[config.mk]
export PLATFORM = sky130hd
export DESIGN_NAME = buffer_cache_lru_tag_manager
export DESIGN_NICKNAME = d
export VERILOG_FILES = /design/src/sv/bclru_pkg.sv /design/src/sv/buffer_cache_lru_tag_manager.sv /design/src/sv/bclru_ctrl.sv /design/src/sv/bclru_datapath.sv
export SDC_FILE = /design/constraint.sdc
export NUM_CORES = 1
export LEC_CHECK = 0
export ABC_AREA = 1
export BUFFER_PORTS_ARGS = -buffer_cell sky130_fd_sc_hd__buf_4
export CORE_MARGIN = 5
export CORE_UTILIZATION = 25
export DETAILED_ROUTE_END_ITERATION = 10
export PLACE_DENSITY = 0.44
export SETUP_SLACK_MARGIN = 0.05
export SKIP_LAST_GASP = 1
export SYNTH_ARGS = -nofsm -noshare
export SYNTH_HDL_FRONTEND = slang
export SYNTH_SLANG_ARGS = --single-unit
[constraint.sdc]
create_clock -name clk -period 3.92 [get_ports clk]
set_input_delay 0 -clock clk [delete_from_list [all_inputs] [get_ports clk]]
set_output_delay 0 -clock clk [all_outputs]
set_load 0.1 [all_outputs]
[src/sv/bclru_pkg.sv]
// shared types and codes for the buffer cache lru tag manager
// no dependencies; imported by the controller, the datapath and the top level
package bclru_pkg;

	// field widths fixed by the request and result formats
	localparam int BLOCK_W  = 32;
	localparam int STATUS_W = 3;
	localparam int SLOT_F_W = 3;
	localparam int COUNT_W  = 4;

	// request codes
	localparam logic OP_GET = 1'b0;
	localparam logic OP_PUT = 1'b1;

	// result status codes
	localparam logic [STATUS_W-1:0] ST_HIT    = 3'd0;
	localparam logic [STATUS_W-1:0] ST_MISS   = 3'd1;
	localparam logic [STATUS_W-1:0] ST_BUSY   = 3'd2;
	localparam logic [STATUS_W-1:0] ST_NONE   = 3'd3;
	localparam logic [STATUS_W-1:0] ST_RDFAIL = 3'd4;
	localparam logic [STATUS_W-1:0] ST_REL    = 3'd5;
	localparam logic [STATUS_W-1:0] ST_BADREL = 3'd6;

	// commands from the controller to the datapath
	typedef struct packed {
		logic load;     // capture a request
		logic compare;  // register the tag match vector
		logic update;   // apply the request and register the result
	} bclru_cmd_t;

endpackage

[src/sv/buffer_cache_lru_tag_manager.sv]
// a request taken from idle passes the tag compare stage and then the free-list update
//   stage, where the result registers load; done is registered from the update stage
// a new request can be taken while the last is in the free-list update stage, so only
//   the compare stage holds requests off; busy is high only during the compare cycle
// reset (arst_n low): all tags zero, no slot valid or locked, free list holds every slot
//   in slot order; the receiver cannot stall; done is high for one cycle per result
module buffer_cache_lru_tag_manager #(
	parameter int POOL_SLOTS        = 8,
	parameter int BLOCK_NUMBER_BITS = 32
) (
	input  logic                           clk,
	input  logic                           arst_n,
	input  logic                           start,
	output logic                           busy,
	input  logic                           op,
	input  logic [bclru_pkg::BLOCK_W-1:0]  block_number,
	input  logic [bclru_pkg::SLOT_F_W-1:0] slot,
	input  logic                           read_ok,
	output logic                           done,
	output logic [bclru_pkg::STATUS_W-1:0] status,
	output logic [bclru_pkg::SLOT_F_W-1:0] slot_used,
	output logic                           contents_valid,
	output logic [bclru_pkg::COUNT_W-1:0]  free_count
);
	import bclru_pkg::*;

	bclru_cmd_t cmd;

	// controller: idle -> compare -> update, with a new transfer allowed in update
	bclru_ctrl u_ctrl (
		.clk    (clk),
		.arst_n (arst_n),
		.start  (start),
		.busy   (busy),
		.done   (done),
		.cmd    (cmd)
	);

	// datapath: per-slot tags and marks, the lru free list and the result registers
	bclru_datapath #(
		.POOL_SLOTS        (POOL_SLOTS),
		.BLOCK_NUMBER_BITS (BLOCK_NUMBER_BITS)
	) u_dp (
		.clk            (clk),
		.arst_n         (arst_n),
		.cmd            (cmd),
		.op             (op),
		.block_number   (block_number),
		.slot           (slot),
		.read_ok        (read_ok),
		.status         (status),
		.slot_used      (slot_used),
		.contents_valid (contents_valid),
		.free_count     (free_count)
	);

	// every accepted transfer yields its result transfer
	a_latency: assert property (@(posedge clk) disable iff (!arst_n)
		(start && !busy) |-> ##3 done)
		else $error("result missing three edges after an accepted request");

	// the compare state never follows itself, so busy always drops after the compare state
	a_busy_short: assert property (@(posedge clk) disable iff (!arst_n)
		busy |=> !busy)
		else $error("busy held for more than one cycle");

	// a get that found nothing free must see an empty free list and report slot zero
	a_none_free: assert property (@(posedge clk) disable iff (!arst_n)
		(done && status == ST_NONE) |-> (free_count == '0 && slot_used == '0 && !contents_valid))
		else $error("none-free result with a non-empty free list");

	// a successful miss always leaves the retagged slot valid
	a_miss_valid: assert property (@(posedge clk) disable iff (!arst_n)
		(done && status == ST_MISS) |-> contents_valid)
		else $error("miss loaded without a valid mark");

endmodule

[src/sv/bclru_ctrl.sv]
// sequencing controller for the buffer cache lru tag manager
// depends on bclru_pkg for the command struct
module bclru_ctrl (
	input  logic                clk,
	input  logic                arst_n,
	input  logic                start,
	output logic                busy,
	output logic                done,
	output bclru_pkg::bclru_cmd_t cmd
);
	import bclru_pkg::*;

	typedef enum logic [2:0] {
		S_IDLE = 3'b001,
		S_CMP  = 3'b010,
		S_UPD  = 3'b100
	} state_t;

	state_t state_q;
	state_t state_nxt;
	logic   done_q;
	logic   accept;

	assign busy   = (state_q == S_CMP);
	assign accept = start && !busy;

	always_comb begin
		state_nxt = state_q;
		unique case (state_q)
			S_IDLE: begin
				if (accept) state_nxt = S_CMP;
			end
			S_CMP: begin
				state_nxt = S_UPD;
			end
			S_UPD: begin
				// a new request may enter while this one completes
				state_nxt = accept ? S_CMP : S_IDLE;
			end
			default: begin
				state_nxt = S_IDLE;
			end
		endcase
	end

	always_ff @(posedge clk or negedge arst_n) begin
		if (!arst_n) begin
			state_q <= S_IDLE;
			done_q  <= 1'b0;
		end else begin
			state_q <= state_nxt;
			done_q  <= (state_q == S_UPD);
		end
	end

	assign cmd.load    = accept;
	assign cmd.compare = (state_q == S_CMP);
	assign cmd.update  = (state_q == S_UPD);
	assign done        = done_q;

endmodule

[src/sv/bclru_datapath.sv]
// tag store, lock and valid marks, ordered free list and result registers
// depends on bclru_pkg for codes, widths and the command struct
module bclru_datapath #(
	parameter int POOL_SLOTS        = 8,
	parameter int BLOCK_NUMBER_BITS = 32
) (
	input  logic                              clk,
	input  logic                              arst_n,
	input  bclru_pkg::bclru_cmd_t             cmd,
	input  logic                              op,
	input  logic [bclru_pkg::BLOCK_W-1:0]     block_number,
	input  logic [bclru_pkg::SLOT_F_W-1:0]    slot,
	input  logic                              read_ok,
	output logic [bclru_pkg::STATUS_W-1:0]    status,
	output logic [bclru_pkg::SLOT_F_W-1:0]    slot_used,
	output logic                              contents_valid,
	output logic [bclru_pkg::COUNT_W-1:0]     free_count
);
	import bclru_pkg::*;

	localparam int SLOT_W = $clog2(POOL_SLOTS);
	localparam int LEN_W  = $clog2(POOL_SLOTS + 1);
	localparam int TAG_W  = (BLOCK_NUMBER_BITS < BLOCK_W) ? BLOCK_NUMBER_BITS : BLOCK_W;

	// captured request
	logic                op_q;
	logic [TAG_W-1:0]    blk_q;
	logic [SLOT_F_W-1:0] rel_q;
	logic                rd_ok_q;

	// per-slot state
	logic [TAG_W-1:0]      tag_q   [POOL_SLOTS];
	logic [POOL_SLOTS-1:0] valid_q;
	logic [POOL_SLOTS-1:0] lock_q;
	logic [SLOT_W-1:0]     order_q [POOL_SLOTS];
	logic [LEN_W-1:0]      len_q;

	logic [POOL_SLOTS-1:0] match_s1;

	// result registers
	logic [STATUS_W-1:0] status_q;
	logic [SLOT_F_W-1:0] used_q;
	logic                cv_q;
	logic [COUNT_W-1:0]  count_q;

	// update decision
	logic                hit_any;
	logic [SLOT_W-1:0]   hit_slot;
	logic [SLOT_W-1:0]   rel_idx;
	logic                rel_ok;
	logic [SLOT_W-1:0]   sel;
	logic                rm_en;
	logic                ap_en;
	logic                lock_set;
	logic                lock_clr;
	logic                tag_we;
	logic [STATUS_W-1:0] st_nxt;
	logic [SLOT_F_W-1:0] used_nxt;
	logic                cv_nxt;

	// free list update
	logic [SLOT_W-1:0] shifted [POOL_SLOTS];
	logic [SLOT_W-1:0] order_nxt [POOL_SLOTS];
	logic [LEN_W-1:0]  len_rm;
	logic [LEN_W-1:0]  len_nxt;

	assign rel_idx = SLOT_W'(rel_q);
	assign rel_ok  = ({29'd0, rel_q} < 32'(POOL_SLOTS));

	// first matching slot in slot order
	always_comb begin
		hit_any  = 1'b0;
		hit_slot = '0;
		for (int i = POOL_SLOTS - 1; i >= 0; i--) begin
			if (match_s1[i]) begin
				hit_any  = 1'b1;
				hit_slot = SLOT_W'(i);
			end
		end
	end

	always_comb begin
		sel      = order_q[0];
		rm_en    = 1'b0;
		ap_en    = 1'b0;
		lock_set = 1'b0;
		lock_clr = 1'b0;
		tag_we   = 1'b0;
		st_nxt   = ST_NONE;
		used_nxt = '0;
		cv_nxt   = 1'b0;
		if (op_q == OP_PUT) begin
			sel      = rel_idx;
			used_nxt = rel_q;
			if (!rel_ok) begin
				st_nxt = ST_BADREL;
			end else if (!lock_q[rel_idx]) begin
				st_nxt = ST_BADREL;
				cv_nxt = valid_q[rel_idx];
			end else begin
				st_nxt   = ST_REL;
				lock_clr = 1'b1;
				ap_en    = 1'b1;
				cv_nxt   = valid_q[rel_idx];
			end
		end else if (hit_any) begin
			sel      = hit_slot;
			used_nxt = SLOT_F_W'(hit_slot);
			cv_nxt   = valid_q[hit_slot];
			if (lock_q[hit_slot]) begin
				st_nxt = ST_BUSY;
			end else begin
				st_nxt   = ST_HIT;
				rm_en    = 1'b1;
				lock_set = 1'b1;
			end
		end else if (len_q != '0) begin
			// miss: retag the least recently released slot
			sel      = order_q[0];
			used_nxt = SLOT_F_W'(order_q[0]);
			rm_en    = 1'b1;
			tag_we   = 1'b1;
			cv_nxt   = rd_ok_q;
			if (rd_ok_q) begin
				st_nxt   = ST_MISS;
				lock_set = 1'b1;
			end else begin
				st_nxt = ST_RDFAIL;
				ap_en  = 1'b1;
			end
		end
	end

	// remove sel from wherever it stands, then optionally append it at the tail
	always_comb begin
		logic seen;
		logic pos_hit;
		seen = 1'b0;
		for (int j = 0; j < POOL_SLOTS; j++) begin
			pos_hit = (LEN_W'(j) < len_q) && (order_q[j] == sel);
			seen    = seen | pos_hit;
			if (rm_en && seen && (j != POOL_SLOTS - 1)) begin
				shifted[j] = order_q[(j + 1) % POOL_SLOTS];
			end else begin
				shifted[j] = order_q[j];
			end
		end
	end

	assign len_rm  = len_q - LEN_W'(rm_en);
	assign len_nxt = len_rm + LEN_W'(ap_en);

	always_comb begin
		for (int j = 0; j < POOL_SLOTS; j++) begin
			if (ap_en && (LEN_W'(j) == len_rm)) begin
				order_nxt[j] = sel;
			end else begin
				order_nxt[j] = shifted[j];
			end
		end
	end

	always_ff @(posedge clk or negedge arst_n) begin
		if (!arst_n) begin
			valid_q <= '0;
			lock_q  <= '0;
			len_q   <= LEN_W'(POOL_SLOTS);
			for (int i = 0; i < POOL_SLOTS; i++) begin
				tag_q[i]   <= '0;
				order_q[i] <= SLOT_W'(i);
			end
		end else if (cmd.update) begin
			if (tag_we) begin
				tag_q[sel]   <= blk_q;
				valid_q[sel] <= rd_ok_q;
			end
			if (lock_set) lock_q[sel] <= 1'b1;
			if (lock_clr) lock_q[sel] <= 1'b0;
			order_q <= order_nxt;
			len_q   <= len_nxt;
		end
	end

	always_ff @(posedge clk) begin
		if (cmd.load) begin
			op_q    <= op;
			blk_q   <= block_number[TAG_W-1:0];
			rel_q   <= slot;
			rd_ok_q <= read_ok;
		end
		if (cmd.compare) begin
			for (int i = 0; i < POOL_SLOTS; i++) begin
				match_s1[i] <= (tag_q[i] == blk_q);
			end
		end
		if (cmd.update) begin
			status_q <= st_nxt;
			used_q   <= used_nxt;
			cv_q     <= cv_nxt;
			count_q  <= COUNT_W'(len_nxt);
		end
	end

	assign status         = status_q;
	assign slot_used      = used_q;
	assign contents_valid = cv_q;
	assign free_count     = count_q;

endmodule
==> impl_metrics.env, run 1 <==
export IMPL_status="finished, final reports clean"
export IMPL_dr_wl_met2_mm=23.8
export IMPL_yosysTopAreaCell="dfrtp_1"
export IMPL_synth_edf_count=56
export IMPL_ys_warn_count=0
export IMPL_totalWireLength_mm=50.7
export IMPL_dieArea_mm2=0.0737
export IMPL_regToRegSetupSlack_ps=620
export IMPL_synth_area_leaders="dfrtp_1, edfxtp_1, nand2_1"
export IMPL_grt_pass1_vias=12700
export IMPL_internal_power_mw=6.68
export IMPL_final_common_cell="nand2_1"
export IMPL_synth_cell_types=47
export IMPL_antenna_found_initial=0
export IMPL_synthArstFlopShare_pct=84.4
export IMPL_synth_nets=1896
export IMPL_tns_ps=0
export IMPL_vias=13000
export IMPL_tightest_slew_ps=942
export IMPL_crit_fanout=13
export IMPL_holdCritPathClass="in2async"
export IMPL_critPathTopFamily="simple AND/OR/NAND/NOR gates"
export IMPL_combPwrFrac_pct=14.8
export IMPL_routed_wl_met3_mm=1.97
export IMPL_critPathLaunchType="flop"
export IMPL_drc=0
export IMPL_cts_max_level=2
export IMPL_area_delta_synth_final_pct=18.3
export IMPL_syn_area_mm2=0.0171
export IMPL_core_area_mm2=0.0675
export IMPL_cts_sinks=360
export IMPL_period_needed_ps=3300
export IMPL_yosys_area_top_type_share_pct=42.4
export IMPL_grt_overflow=0
export IMPL_highest_layer="met4"
export IMPL_sequentialPowerShare_pct=44.0
export IMPL_drt_iter0_drc=1006
export IMPL_end_kind="flop"
export IMPL_cts_root_buf="clkbuf_16"
export IMPL_grt_max_degree=99
export IMPL_ys_seq_elements=360
export IMPL_n_antenna_cell=0
export IMPL_drv_slew=0
export IMPL_slew_headroom_pct=36.6
export IMPL_vias_per_cell=4.61
export IMPL_synth_flop_cell="dfrtp_1"
export IMPL_fmax_mhz=303
export IMPL_utilization_pct=30.0
export IMPL_nets=1956
export IMPL_clkTransAtPathRegs_ps=60
export IMPL_grt_first_pass_wirelength_mm=78.7
export IMPL_max_cap_viol_count=0
export IMPL_wl_met1_mm=23.6
export IMPL_syn_mean_instance_area_um2=9.23
export IMPL_crit_type="reg2reg"
export IMPL_clkPwrFrac_pct=41.2
export IMPL_cts_tree="yes"
export IMPL_rows=95
export IMPL_finalInstanceArea_mm2=0.0202
export IMPL_skew_ps=32.8
export IMPL_drive_above_1_share_pct=11.2
export IMPL_wl_per_cell_um=18.0
export IMPL_dp_hpwl_mm=34.7
export IMPL_dpl_cell_area_mm2=0.0185
export IMPL_die_y_um=272
export IMPL_cts_max_path_buffers=3
export IMPL_vdd_drop_max_mv=0.297
export IMPL_swShare_pct=29.2
export IMPL_power_mw=9.43
export IMPL_min_period_over_period_pct=84.3
export IMPL_clock_latency_ps=580
export IMPL_die_w_um=272
export IMPL_worstPathArrival_ps=3770
export IMPL_crit_top_cell="nand2_1"
export IMPL_ant_nets=0
export IMPL_cts_setup_buffers=0
export IMPL_rsz0062_at_grt="false"
export IMPL_cts_buffers=43
export IMPL_initial_core_util_pct=25.3
export IMPL_synth_seq_area_share_pct=54.4
export IMPL_ioPinCount=53
export IMPL_gp_congestion=0.812
export IMPL_port_buffers=52
export IMPL_cp_required_ps=4390
export IMPL_leakagePower_nw=8.63
export IMPL_final_cell_mix="nand2_1, dfrtp_1, o21ai_0, o21ai_1, xor2_1"
export IMPL_slowest_delay_ps=370
export IMPL_drtPass1Iterations=5
export IMPL_path_buf_inv=3
export IMPL_p_sw_mw=2.75
export IMPL_finalSetupViolCount=0
export IMPL_hold_viol=0
export IMPL_p_per_area_mw_per_mm2=466
export IMPL_synth_cells=1852
export IMPL_slowest_stage="edfxtp_1"
export IMPL_grtUsageTotal_pct=13.6
worst paths after layout:
kind,from,endpoint,cells after the start
min,arst_n,u_dp.tag_q[55],2
max reg2reg,u_dp.match_s1[6],u_dp.order_q[22],25
max,u_dp.match_s1[6],u_dp.order_q[22],25
min in group clk,block_number[14],u_dp.blk_q[14],2
max in group asynchronous,arst_n,u_dp.valid_q[7],3
min reg2reg,u_ctrl.state_q[2],u_ctrl.state_q[2],1
layout make-up:
| class | instances | area, um^2 |
|---|---|---|
| Multi-Input combinational cell | 1268 | 6900 |
| Clock buffer | 72 | 1310 |
| Inverter | 111 | 417 |
| Sequential cell | 360 | 9310 |
| Clock inverter | 5 | 43.8 |
| Tap cell | 873 | 1090 |
| Fill cell | 7089 | 47300 |
| Timing Repair Buffer | 128 | 1170 |
cells by family after synthesis:
group / synth area share, %
DFF: 54.4
buffers and inverters: 5.46
adders and majority gates: 0.293
and+or+nand+nor: 16.7
AOI/OAI and AO/OA: 13.5
xor gates and xnor gates: 9.63
power by group through the flow:
stage	Combinational, mW	Sequential, mW	Clock (mW)
2_1_floorplan	0.921	4.12	0
3_3_place_gp	1.38	4.22	0
3_5_place_dp	1.38	4.22	0
4_1_cts	1.42	4.16	4.02
5_1_grt	1.55	4.17	4.17
6_report	1.39	4.15	3.88
registers in the layout, summed over array words and instances, names as in the netlist, named ones only:
signal,flops
u_dp.rd_ok_q,1
u_dp.blk_q,32
u_dp.free_count,4
u_dp.match_s1,8
u_dp.status,3
u_dp.valid_q,8
u_dp.tag_q,256
u_dp.contents_valid,1
u_dp.order_q,24
u_dp.slot_used,3
u_dp.lock_q,2
u_dp.op_q,1
u_dp.rel_idx,3
u_ctrl.state_q,3
u_ctrl.done,1
u_dp.len_q,4
layer usage:
layer	up-vias	global-route usage, %
li1	6341	-
met4	0	3.86
met1	6297	18.6
met5	-	0
met2	259	22.6
met3	77	2.03
per-stage QoR:
step           worst slack, ps  instances  hold slack (ps)
6_report                   617       2817             54.1
5_1_grt                    101       2817              129
4_1_cts                    619       2817             92.2
3_5_place_dp               649       2701              117
3_3_place_gp               653       2701              124
2_1_floorplan              898       1852             -296
cells in the mapped netlist (all sizes together) (26+ instances only):
master	count
xnor2	75
xor2	113
dfrtp	290
nand4	33
o22ai	27
nand2	434
buf	50
nor2	57
inv	110
nand3	57
nor4	26
edfxtp	56
o21ai	335
clkbuf	63
timing repair:
action,CTS,global route
resized for setup,0,0
hold buffers,39,0
hold endpoints to repair,134,0
(Power assumes the default switching activity.)
==> run 2: changes to the inputs <==
--- a/config.mk
+++ b/config.mk
@@ -5,7 +5,7 @@
 export SDC_FILE = /design/constraint.sdc
 export NUM_CORES = 1
 export LEC_CHECK = 0
-export ABC_AREA = 1
+export ABC_AREA = 0
 export BUFFER_PORTS_ARGS = -buffer_cell sky130_fd_sc_hd__buf_4
 export CORE_MARGIN = 5
 export CORE_UTILIZATION = 25
==> constraint.sdc (replaced) <==
create_clock -name clk -period 3.37 [get_ports clk]
set_input_delay 0 -clock clk [delete_from_list [all_inputs] [get_ports clk]]
set_output_delay 0 -clock clk [all_outputs]
set_load 0.1 [all_outputs]
==> impl_metrics.env, run 2 <==
export IMPL_vias=11500
export IMPL_max_cap_viol_count=0
export IMPL_leakagePower_nw=10.4
export IMPL_vias_per_cell=4.49
export IMPL_cts_max_level=2
export IMPL_synth_flop_cell="dfrtp_1"
export IMPL_largest_reg_flops=256
export IMPL_nets=1632
export IMPL_synth_common_cells="dfrtp_1, mux2_2, xor2_1"
export IMPL_synthArstFlopShare_pct=84.4
export IMPL_crit_end="u_dp.order_q[17]"
export IMPL_yosysTopAreaCell="dfrtp_1"
export IMPL_hold_ws_ps=2.92
export IMPL_grt_first_pass_wirelength_mm=76.2
export IMPL_hold_viol=0
export IMPL_cp_required_ps=3810
export IMPL_clock_latency_ps=580
export IMPL_end_kind="flop"
export IMPL_layout_setup_ws_ps=-156
export IMPL_status="finished with violations"
export IMPL_synth_edf_count=56
export IMPL_dr_wl_met2_mm=23.6
export IMPL_synth_area_leaders="dfrtp_1, mux2_2, xor2_1"
export IMPL_min_period_over_period_pct=105
export IMPL_cts_buffers=43
export IMPL_area_delta_synth_final_pct=25.5
export IMPL_grt_overflow=0
export IMPL_fmax_mhz=284
export IMPL_crit_type="reg2reg"
export IMPL_holdCritPathClass="in2async"
export IMPL_drive_above_1_share_pct=38.6
export IMPL_r2r_end="u_dp.order_q[17]"
export IMPL_syn_area_mm2=0.0178
export IMPL_ioPinCount=53
export IMPL_finalInstanceArea_mm2=0.0224
export IMPL_slowest_delay_ps=420
export IMPL_drv_slew=0
export IMPL_yosys_area_top_type_share_pct=40.7
export IMPL_failed_checks="negative setup slack"
export IMPL_final_cell_mix="dfrtp_1, mux2_2, xor2_1, buf_4, nor4_1"
export IMPL_worstPathCellList="buf_6 > nor2_4 > nand2_2 > or4_4 > o31a_1 > nand3_4 > inv_4 > ha_4 > ha_4 > or3_4 > a21oi_2 > o22ai_2 > buf_6 > or3_4 > inv_2 > o21a_1 > o22ai_1"
export IMPL_clkTransAtPathRegs_ps=60
export IMPL_wl_met1_mm=22.4
export IMPL_syn_mean_instance_area_um2=12.4
export IMPL_port_buffers=52
export IMPL_initial_core_util_pct=25.3
export IMPL_n_antenna_cell=0
export IMPL_skew_ps=36.2
export IMPL_totalWireLength_mm=49.3
export IMPL_synth_nets=1475
export IMPL_slowest_stage="or4_4"
export IMPL_grt_max_degree=68
export IMPL_final_common_cell="dfrtp_1"
export IMPL_routed_wl_met3_mm=1.89
export IMPL_dp_hpwl_mm=33.8
export IMPL_crit_fanout=7
export IMPL_synth_seq_area_share_pct=52.3
export IMPL_critPathLaunchType="flop"
export IMPL_reg_top3="u_dp.tag_q (256), u_dp.blk_q (32), u_dp.order_q (24)"
export IMPL_rsz0062_at_grt="true"
export IMPL_tns_ps=-1430
export IMPL_utilization_pct=31.8
export IMPL_rows=97
export IMPL_startpoint="u_dp.match_s1[2]"
export IMPL_period_needed_ps=3530
export IMPL_p_per_area_mw_per_mm2=535
export IMPL_die_w_um=277
export IMPL_dieArea_mm2=0.0767
export IMPL_antenna_found_initial=0
export IMPL_highest_layer="met4"
export IMPL_fillers=7134
export IMPL_cts_root_buf="clkbuf_16"
export IMPL_ys_warn_count=0
export IMPL_tightest_slew_ps=1020
export IMPL_die_y_um=277
export IMPL_synth_cells=1431
export IMPL_synth_cell_types=62
export IMPL_reg2reg_depth=17
export IMPL_wl_per_cell_um=19.2
export IMPL_dpl_cell_area_mm2=0.0201
export IMPL_ys_seq_elements=360
export IMPL_regMostFlops="u_dp.tag_q"
export IMPL_drtPass1Iterations=5
export IMPL_cts_tree="yes"
export IMPL_ant_nets=0
export IMPL_drt_iter0_drc=516
export IMPL_worstPathArrival_ps=3970
export IMPL_grt_pass1_vias=12100
export IMPL_core_area_mm2=0.0704
export IMPL_gp_congestion=0.884
export IMPL_r2r_start="u_dp.match_s1[2]"
export IMPL_finalSetupViolCount=16
export IMPL_synth_most_common_cell="dfrtp_1"
export IMPL_slew_headroom_pct=31.8
export IMPL_grtUsageTotal_pct=12.7
export IMPL_cts_max_path_buffers=3
export IMPL_power_mw=12.0
export IMPL_regToRegSetupSlack_ps=-160
export IMPL_vdd_drop_max_mv=0.362
export IMPL_cts_sinks=360
export IMPL_drc=0
## run 2: critical path: cells and delay by family (launching register included)
kind	cells	cell delay, ps
adders and majority gates	2	330
buffers and inverters	4	390
and+or+nand+nor	6	1470
AOI/OAI and AO/OA	5	810
DFF	1	400
## run 2: stage by stage
stage,setup slack [ps],std cells
floorplan,-331,1431
global placement,-164,2424
detailed placement,-222,2424
CTS,-118,2551
global route,-282,2563
finish,-156,2563
## run 2: worst min path at each step
stage                            endpoint  slack, ps
2_1_floorplan  asynchronous set/reset pin       -300
3_3_place_gp               u_dp.lock_q[0]         -4
6_report       asynchronous set/reset pin          3
4_1_cts                   u_dp.tag_q[250]         10
5_1_grt                   u_dp.tag_q[135]         50
3_5_place_dp              u_dp.tag_q[221]         30
## run 2: kinds of logic (layout without fill, tap and decap cells)
group                    Yosys count  count (layout)  share of synthesized area, %
buffers and inverters            135             326                          3.08
XOR/XNOR                         283             283                          13.9
adder cells (fa/ha/maj)            4               4                         0.281
AO/OA/AOI/OAI                    119             119                          4.48
multiplexers                     289             289                          18.5
AND/OR/NAND/NOR                  241             242                          7.51
flip-flops                       360             360                          52.3
## run 2: timing repair
item	in CTS	in global routing
gates cloned	0	1
endpoints found under the setup margin	20	90
hold buffers	39	0
setup buffers	8	11
endpoints found under the hold margin	260	0
gates resized for setup	20	44
pin swaps	4	14
## run 2: area by class of cell
class	instances	area, um^2	area share (%)
clock inverter	14	133	0.593
clock buffer	66	1290	5.79
inverter	19	73.8	0.330
sequential	360	9310	41.6
timing repair buffer	227	1990	8.92
multi-input combinational	937	8380	37.5
tap	940	1180	5.26
## run 2: power breakdown
| group | internal (mW) | total (mW) | switching [mW] |
|---|---|---|---|
| Combinational | 1.01 | 2.28 | 1.27 |
| Sequential | 4.63 | 5.01 | 0.375 |
| Clock | 2.75 | 4.68 | 1.93 |
| Total | 8.39 | 12.0 | 3.58 |
## run 2: layer usage
layer	track usage, %	up-vias
li1	-	5379
met1	16.9	5838
met2	21.4	195
met3	2.23	89
met4	3.72	0
met5	0	-
==> run 3: changes to the inputs <==
==> constraint.sdc (replaced) <==
create_clock -name clk -period 3.37 [get_ports clk]
set_input_delay 0.674 -clock clk [delete_from_list [all_inputs] [get_ports clk]]
set_output_delay 0.674 -clock clk [all_outputs]
set_load 0.1 [all_outputs]
==> impl_metrics.env, run 3 (same netlist as run 2, synthesis figures left out) <==
export IMPL_r2r_end="u_dp.order_q[17]"
export IMPL_slowest_stage="edfxtp_1"
export IMPL_port_buffers=52
export IMPL_p_per_area_mw_per_mm2=543
export IMPL_regToRegSetupSlack_ps=-150
export IMPL_status="finished with violations"
export IMPL_hold_viol=0
export IMPL_worstPathArrival_ps=3960
export IMPL_slowest_delay_ps=480
export IMPL_final_common_cell="dfrtp_1"
export IMPL_n_antenna_cell=0
export IMPL_r2r_start="u_dp.match_s1[2]"
export IMPL_die_w_um=277
export IMPL_cp_required_ps=3810
export IMPL_power_mw=11.9
export IMPL_startpoint="u_dp.match_s1[2]"
export IMPL_utilization_pct=31.2
export IMPL_vias=11300
export IMPL_grt_most_used_layer="met2"
export IMPL_grtUsageTotal_pct=12.7
export IMPL_skew_ps=25.9
export IMPL_vias_per_cell=4.45
export IMPL_grt_max_degree=103
export IMPL_slew_headroom_pct=38.9
export IMPL_period_needed_ps=3520
export IMPL_cts_max_level=2
export IMPL_wl_per_cell_um=19.4
export IMPL_drive_above_1_share_pct=39.7
export IMPL_dp_hpwl_mm=33.8
export IMPL_core_area_mm2=0.0704
export IMPL_ioPinCount=53
export IMPL_crit_end="u_dp.order_q[17]"
export IMPL_tightest_slew_ps=916
export IMPL_grtUsageMet2_pct=21.3
export IMPL_holdCritPathClass="in2reg"
export IMPL_grt_pass1_vias=11800
export IMPL_fmax_mhz=284
export IMPL_hold_ws_ps=278
export IMPL_cts_root_buf="clkbuf_16"
export IMPL_cts_buffers=43
export IMPL_drv_slew=0
export IMPL_drtPass1Iterations=5
export IMPL_tns_ps=-1070
export IMPL_worstPathCellList="nor2_4 > nand2_2 > or4_4 > o31a_1 > nand3_4 > inv_4 > ha_4 > ha_4 > or3_4 > a21oi_4 > o22ai_4 > buf_6 > or3_4 > inv_2 > o21a_1 > o22ai_1"
export IMPL_regMostFlops="u_dp.tag_q"
export IMPL_cts_max_path_buffers=3
export IMPL_place_ws_ps=-250
export IMPL_failed_checks="negative setup slack"
export IMPL_area_delta_synth_final_pct=23.3
export IMPL_grt_first_pass_wirelength_mm=75.5
export IMPL_ant_nets=0
export IMPL_use_met3_pct=1.81
export IMPL_clkTransAtPathRegs_ps=60
export IMPL_antenna_found_initial=0
export IMPL_drt_iter0_drc=582
export IMPL_grt_util_met1_pct=17.3
export IMPL_finalSetupViolCount=15
export IMPL_cts_tree="yes"
export IMPL_vdd_drop_max_mv=0.503
export IMPL_path_buf_inv=3
export IMPL_clock_latency_ps=570
export IMPL_initial_core_util_pct=25.3
export IMPL_layout_setup_ws_ps=-152
export IMPL_grt_overflow=0
export IMPL_final_cell_mix="dfrtp_1, mux2_2, xor2_1, buf_4, nor4_1"
export IMPL_critPathTopFamily="simple AND/OR/NAND/NOR gates"
export IMPL_reg2reg_depth=16
export IMPL_crit_fanout=7
export IMPL_nets=1602
export IMPL_cp_depth=16
export IMPL_rows=97
export IMPL_die_y_um=277
export IMPL_crit_type="reg2reg"
export IMPL_reg_top3="u_dp.tag_q (256), u_dp.blk_q (32), u_dp.order_q (24)"
export IMPL_dieArea_mm2=0.0767
export IMPL_rsz0062_at_grt="true"
export IMPL_largest_reg_flops=256
export IMPL_min_period_over_period_pct=105
export IMPL_end_kind="flop"
export IMPL_cts_sinks=360
export IMPL_max_cap_viol_count=0
export IMPL_drc=0
export IMPL_gp_congestion=0.850
export IMPL_leakagePower_nw=10.2
export IMPL_totalWireLength_mm=49.0
export IMPL_critPathLaunchType="flop"
-- run 3: changes by cell type in the layout (fill, tap and decap cells not counted), moves of 4 or more --
cell | before | now
dlygate4sd3_1 | 39 | 1
mux2_4 | 6 | 0
mux2_2 | 271 | 277
buf_6 | 9 | 5
buf_4 | 166 | 176
clkinv_2 | 4 | 12
clkbuf_1 | 12 | 8
-- run 3: worst reg2reg max path: stages (launching register included) --
cell	delay (ps)
edfxtp_1	480
nor2_4	190
nand2_2	70
or4_4	420
o31a_1	280
nand3_4	100
inv_4	40
ha_4	160
ha_4	170
or3_4	380
a21oi_4	160
o22ai_4	110
buf_6	140
or3_4	380
inv_2	60
o21a_1	170
o22ai_1	100
-- run 3: cell type report --
class	instances	area, um^2
well taps	940	1180
repair buffers	197	1670
flip-flops and latches	360	9310
clock inverters	20	198
inverters	19	73.8
fillers	7136	48400
clock buffers	59	1220
multi-input cells	937	8330
-- run 3: timing repair --
action                                  CTS  global route
setup buffers                            13             4
endpoints found under the hold margin     2             0
gates cloned                              1             0
hold buffers                              1             0
endpoints found under the setup margin   22            39
pin swaps                                 5             6
gates resized for setup                  18            27
-- run 3: worst min path at each step --
stage | from | end | slack [ps] | depth (start not counted)
2_1_floorplan | arst_n | asynchronous set/reset pin | 380 | 0
3_3_place_gp | u_ctrl.state_q[1] | u_ctrl.state_q[1] | 470 | 1
3_5_place_dp | u_dp.order_q[2] | u_dp.order_q[2] | 480 | 2
4_1_cts | block_number[19] | u_dp.blk_q[19] | 230 | 1
5_1_grt | block_number[24] | u_dp.blk_q[24] | 240 | 1
6_report | block_number[7] | u_dp.blk_q[7] | 280 | 1
-- run 3: power by group --
part,leakage [nW],internal [mW],switching (mW)
clock network,0.703,2.76,1.90
logic,4.80,1.01,1.32
registers,4.72,4.63,0.319
-- run 3: per-stage QoR --
step           instance area (um^2)  cells
2_1_floorplan                 18000   1431
3_3_place_gp                  20200   2434
3_5_place_dp                  20200   2434
4_1_cts                       21800   2528
5_1_grt                       22000   2532
6_report                      22000   2532
-- run 3: metal layers --
| layer | share of wire (%) | wire, um | vias to the layer above |
|---|---|---|---|
| met5 | 0 | 0 | - |
| met4 | 2.6 | 1270 | 0 |
| met3 | 2.9 | 1410 | 76 |
| met2 | 47 | 23300 | 159 |
| met1 | 47 | 23000 | 5716 |
| li1 | - | - | 5328 |
